==> config.mk <==
export PLATFORM = sky130hd
export DESIGN_NAME = scbca_ctrl
export DESIGN_NICKNAME = d
export VERILOG_FILES = /design/src/hdl/scbca_pkg.sv /design/src/hdl/scbca_ctrl.sv
export SDC_FILE = /design/constraint.sdc
export NUM_CORES = 1
export LEC_CHECK = 0
export ABC_AREA = 0
export BUFFER_PORTS_ARGS = -buffer_cell sky130_fd_sc_hd__buf_4
export CAP_MARGIN = 20
export CORE_AREA = 4 4 41 43
export DETAILED_ROUTE_END_ITERATION = 8
export DIE_AREA = 0 0 45 47
export PLACE_DENSITY = 0.65
export SYNTH_ARGS = -nofsm -noshare
export SYNTH_HDL_FRONTEND = slang
export SYNTH_SLANG_ARGS = --single-unit
==> constraint.sdc <==
create_clock -name clk -period 1.91 [get_ports clk]
set_input_delay 0.382 -clock clk [delete_from_list [all_inputs] [get_ports clk]]
set_output_delay 0.382 -clock clk [all_outputs]
set_load 0.05 [all_outputs]
==> src/hdl/scbca_pkg.sv <==
`timescale 1ns / 1ps

package scbca_pkg;

    localparam int NUM_REGS   = 5;
    localparam int CFG_IDX_W  = 3;
    localparam int CFG_DATA_W = 13;
    localparam int REQ_W      = 16;
    localparam int POOL_ID_W  = 3;
    localparam int CELL_W     = 10;
    localparam int STATUS_W   = 3;

    localparam logic ACT_ALLOC = 1'b0;
    localparam logic ACT_FREE  = 1'b1;

    localparam logic [STATUS_W-1:0] ST_ALLOCATED  = 3'd0;
    localparam logic [STATUS_W-1:0] ST_TOO_LARGE  = 3'd1;
    localparam logic [STATUS_W-1:0] ST_EXHAUSTED  = 3'd2;
    localparam logic [STATUS_W-1:0] ST_FREED      = 3'd3;
    localparam logic [STATUS_W-1:0] ST_NOT_POOLED = 3'd4;

    localparam logic [CFG_DATA_W-1:0] CLASS_SIZE_RESET [NUM_REGS] =
        '{13'd16, 13'd32, 13'd64, 13'd128, 13'd256};

    typedef struct packed {
        logic                  action;
        logic [REQ_W-1:0]      request_size;
        logic [POOL_ID_W-1:0]  free_pool;
        logic [CELL_W-1:0]     free_cell;
    } scbca_in_t;

    typedef struct packed {
        logic [STATUS_W-1:0]   status;
        logic [POOL_ID_W-1:0]  pool_id;
        logic [CELL_W-1:0]     cell_id;
    } scbca_out_t;

    // controller -> datapath
    typedef struct packed {
        logic clear;
        logic load;
        logic decode;
        logic start_scan;
        logic rd_scan;
        logic eval;
        logic rd_free;
        logic wr_free;
    } scbca_cmd_t;

    // datapath -> controller
    typedef struct packed {
        logic clear_last;
        logic is_free;
        logic decode_done;
        logic full;
        logic scan_done;
    } scbca_sts_t;

endpackage

==> src/hdl/scbca_ctrl.sv <==
`timescale 1ns / 1ps

module scbca_ctrl (
    input  logic                   clk,
    input  logic                   rst_n,
    input  logic                   start,
    output logic                   busy,
    input  scbca_pkg::scbca_sts_t  sts,
    output scbca_pkg::scbca_cmd_t  cmd
);

    typedef enum logic [7:0] {
        S_CLEAR   = 8'b0000_0001,
        S_IDLE    = 8'b0000_0010,
        S_DECODE  = 8'b0000_0100,
        S_START   = 8'b0000_1000,
        S_READ    = 8'b0001_0000,
        S_EVAL    = 8'b0010_0000,
        S_FREE_RD = 8'b0100_0000,
        S_FREE_WR = 8'b1000_0000
    } state_t;

    state_t state_reg;
    state_t state_next;

    always_ff @(posedge clk or negedge rst_n)
    begin
        if (!rst_n)
        begin
            state_reg <= S_CLEAR;
        end
        else
        begin
            state_reg <= state_next;
        end
    end

    always_comb
    begin
        cmd        = '0;
        state_next = state_reg;
        unique case (state_reg)
            S_CLEAR:
            begin
                cmd.clear = 1'b1;
                if (sts.clear_last)
                begin
                    state_next = S_IDLE;
                end
            end
            S_IDLE:
            begin
                if (start)
                begin
                    cmd.load   = 1'b1;
                    state_next = S_DECODE;
                end
            end
            S_DECODE:
            begin
                cmd.decode = 1'b1;
                priority if (sts.decode_done)
                begin
                    state_next = S_IDLE;
                end
                else if (sts.is_free)
                begin
                    state_next = S_FREE_RD;
                end
                else
                begin
                    state_next = S_START;
                end
            end
            S_START:
            begin
                cmd.start_scan = 1'b1;
                state_next     = sts.full ? S_IDLE : S_EVAL;
            end
            S_READ:
            begin
                cmd.rd_scan = 1'b1;
                state_next  = S_EVAL;
            end
            S_EVAL:
            begin
                cmd.eval   = 1'b1;
                state_next = sts.scan_done ? S_IDLE : S_READ;
            end
            S_FREE_RD:
            begin
                cmd.rd_free = 1'b1;
                state_next  = S_FREE_WR;
            end
            S_FREE_WR:
            begin
                cmd.wr_free = 1'b1;
                state_next  = S_IDLE;
            end
            default:
            begin
                state_next = S_IDLE;
            end
        endcase
    end

    assign busy = (state_reg != S_IDLE);

endmodule

Word level (Yosys, flattened, before mapping)
Index checks and enable logic that the tools add are counted.
{"block": "classes", "addsub": 0, "multipliers": 0, "n_div": 0, "n_lt_le_gt_ge": 0, "n_eq_ne": 11, "shift": 0, "n_mux": 16, "bitwise_logic": 0, "reduce_logical": 1}
{"op": "$pmux 8 s7", "count": 1}
{"op": "$mux 8", "count": 3}
{"op": "$mux 1", "count": 9}
{"op": "$eq 8x1->1 const B", "count": 1}
{"op": "$eq 8x2->1 const B", "count": 1}
{"op": "$eq 8x3->1 const B", "count": 1}
{"op": "$eq 8x4->1 const B", "count": 1}
{"op": "$eq 8x5->1 const B", "count": 1}
{"op": "$eq 8x6->1 const B", "count": 1}
{"op": "$eq 8x7->1 const B", "count": 1}
{"op": "$eq 8x8->1 const B", "count": 1}
{"op": "$ne 8x2->1 const B", "count": 1}
{"op": "$mux 7", "count": 1}
{"op": "$mux 6", "count": 1}
{"op": "$mux 5", "count": 1}
{"op": "$ne 2x2->1 const B", "count": 2}
{"op": "$reduce_and 2->1", "count": 1}
{"block": "word_totals", "reg_bits": 8, "latch_bits": 0, "ram_bits": 0, "mem_bits_ro": 0, "wordCells": 29, "mem_count": 0}

Depth between registers and ports, before layout
{"block": "logic_depth", "ltp_word": 3, "ltp_mapped": 4, "mapped_depth_nobuf": 4}

Worst setup path before layout
Ideal clock, no wire load.
{"block": "synth_timing", "path_type": "register to output", "startpoint": "reg state_reg[4]", "endpoint": "out cmd[6] (netlist name)", "arrival_time_ns": 2.400, "required_ns": 1.528, "path_slack_ns": -0.872, "stages_incl_launch_ff": 4, "path_cell_list": "dfrtp_1 > nor4_1 > nand3_1 > nor2_1"}
{"item": "start, declared", "line_no": "scbca_ctrl.sv:23", "rtl": "state_t state_reg;"}
{"item": "start signal, assigned", "line_no": "scbca_ctrl.sv:34", "rtl": "state_reg <= state_next;"}
{"item": "end, declared", "line_no": "scbca_ctrl.sv:9", "rtl": "output scbca_pkg::scbca_cmd_t cmd"}

==> flow_summary.json <==
{
  "status": "finished, violations left",
  "violations": "negative setup slack",
  "firstDrtPassIters": 4,
  "cts_root_buffer": "clkbuf_4",
  "fin_total_pwr_uw": 896,
  "synth_edf_count": 0,
  "grt_start_max_net_pins": 9,
  "crit_type": "reg2out",
  "worstMarginPinSlew_ns": 0.323,
  "syn_area_um2": 504,
  "routed_wl_um": 1360,
  "place_area_um2": 737,
  "fin_area_um2": 853,
  "rows": 13,
  "drc_errors": 0,
  "grt_pass1_wl_um": 2150,
  "clock_path_buffers": 2,
  "synth_flop_cell": "dfrtp_1",
  "rsz0062_at_grt": "yes",
  "worstHoldPathType": "in2reg",
  "die_area_mm2": 0.00212,
  "diodes": 0,
  "hold_viol_final": 0,
  "avgSynthCellArea_um2": 10.1,
  "power_leakage_uw": 0.000390,
  "post-route-period-util": 1.19,
  "start_util": 0.388,
  "drtIter0Drc": 10,
  "critPathMaxFanout": 3,
  "ff2ff_setup_slack_ns": 0.10,
  "fin_worst_skew_ns": 0.0164,
  "synth_xor_area_frac": 0,
  "ys_ff_latch": 8,
  "ys_async_sr_fraction": 1.00,
  "clk_latency_ns": 0.26,
  "maxSlewViolCount": 0,
  "h-tree-depth": 1,
  "cts_tree": "done",
  "largest_reg_flops": 8,
  "yosysUniqueCellTypes": 29,
  "synthMuxAreaShare": 0,
  "numPortBuffers": 16,
  "synthAdderAreaFrac": 0,
  "critPathRequiredTime_ns": 1.53,
  "whs_ns": 0.281,
  "slew_headroom": 0.782,
  "cellPowerDensity_mw_per_mm2": 1050,
  "setup_viol_count_final": 4,
  "yosys_warnings": 0,
  "die_h_um": 47,
  "drive_gt1_frac": 0.593,
  "finalWeightedCongestion": 0.763,
  "post-route-min-period_ns": 2.28,
  "cp-start-kind": "flip-flop",
  "synth_compound_area_frac": 0.0943,
  "wl_per_cell_um": 14.1,
  "grt-ovfl-total": 0,
  "route.vias.total": 517,
  "max-vdd-ir-drop_mv": 0.662,
  "drv_cap": 0,
  "antenna_found_initial": 0,
  "end_kind": "output port",
  "vias_per_cell": 5.39,
  "synth_top_family_by_area": "simple AND/OR/NAND/NOR gates",
  "synth_nets": 58,
  "finalNonFillerCells": 96,
  "areaGrowthSynthToFinish_pct": 69.2,
  "finalWorstSetupSlack_ns": -0.368,
  "ys_seq_area_frac": 0.400,
  "clk_pin_slew_ns": 0.07,
  "final_nets": 90,
  "clock-sinks": 8,
  "gr-usage-all-layers": 0.143,
  "io_pins": 17,
  "first_global_vias": 506,
  "antenna_left": 0,
  "coreArea_mm2": 0.00130,
  "max_freq_mhz": 439,
  "synth-simple-area-share": 0.476,
  "synth_cells": 50,
  "crit_arrival_ns": 1.90,
  "die_w_um": 45,
  "numCtsBuffers": 3,
  "dpl.hpwl_um": 961,
  "dp_cells": 89
}
## repair_timing
action / in CTS / in global routing
gates resized for setup: 11 / 6
endpoints found under the hold margin: 7 / 0
hold buffers: 1 / 0
buffers inserted: 2 / 1
endpoints found under the setup margin: 7 / 9
pin swaps: 1 / 5
## critical path, stage by stage, from the launching register on
cell and delay (ns):
dfrtp_1 0.37, or4_4 0.54, or3_4 0.37, nand2b_4 0.17
clkinvlp_4 0.07, buf_8 0.13
## path summary, 6_finish.rpt
kind	start	end	cells after the start
max	state_reg[1]	cmd[5]	5
min	sts[3]	state_reg[3]	2
max reg2reg	state_reg[1]	state_reg[3]	5
min reg2reg	state_reg[6]	state_reg[5]	2
max in group asynchronous	rst_n	state_reg[0]	2
min in group asynchronous	rst_n	state_reg[3]	2
## logic make-up after synthesis
family,Yosys count
and+or+nand+nor,32
DFF,8
AOI/OAI and AO/OA,6
buffers and inverters,4
## cells in the mapped netlist (all sizes together), types with 2 or more instances
cell type,count,share of area
and2b,2,0.030
nor4,2,0.025
inv,4,0.030
nand2b,2,0.040
and4bb,3,0.074
nor2,6,0.045
and4b,2,0.042
nor3,4,0.040
dfrtp,7,0.35
## placed cells by master (no fill, tap or decap), drive strengths merged
cell          n
nand2         1
nor3b         1
o22a          1
inv           3
or3           1
and4bb        3
nor2          6
o311ai        1
nand3b        1
a31oi         1
nor4b         1
a22oi         1
nand3         1
and2b         2
buf          26
dlygate4sd3   1
and4b         2
or4bb         1
nor4          2
dfstp         1
dfrtp         7
nor3          4
a21oi         1
nand4         1
clkinvlp      1
nand2b        2
nor2b         1
and2          1
o21ai         1
or4           1
clkbuf        4
## metal layers
layer  GRT usage  routed length (um)  up-vias
li1            -                   -      248
met5           0                   0        -
met1       0.169                 553      244
met2       0.251                 699       19
met4      0.0702                  33        0
met3      0.0230                  69        6
## final cells by class
| class | instances | area, um2 |
|---|---|---|
| fillers | 102 | 448 |
| multi-input cells | 38 | 337 |
| repair buffers | 27 | 250 |
| flip-flops and latches | 8 | 203 |
| clock buffers | 4 | 26.3 |
| inverters | 4 | 18.8 |
| well taps | 15 | 18.8 |
## through the flow
stage                util  TNS, ns  setup slack [ns]
floorplan               -   -0.550            -0.233
global placement    0.566   -0.196            -0.124
detailed placement  0.566   -0.192            -0.125
CTS                 0.637    -1.35            -0.369
global route        0.656    -1.56            -0.413
finish              0.656    -1.39            -0.368
## report_power, final
part           leakage [uW]  switching (uW)  internal (uW)
Combinational      0.000273             288            246
Clock             0.0000150            64.6           80.1
Sequential         0.000102            27.0            191
Total              0.000390             379            517
No activity file was read; power rests on OpenSTA's default activity.
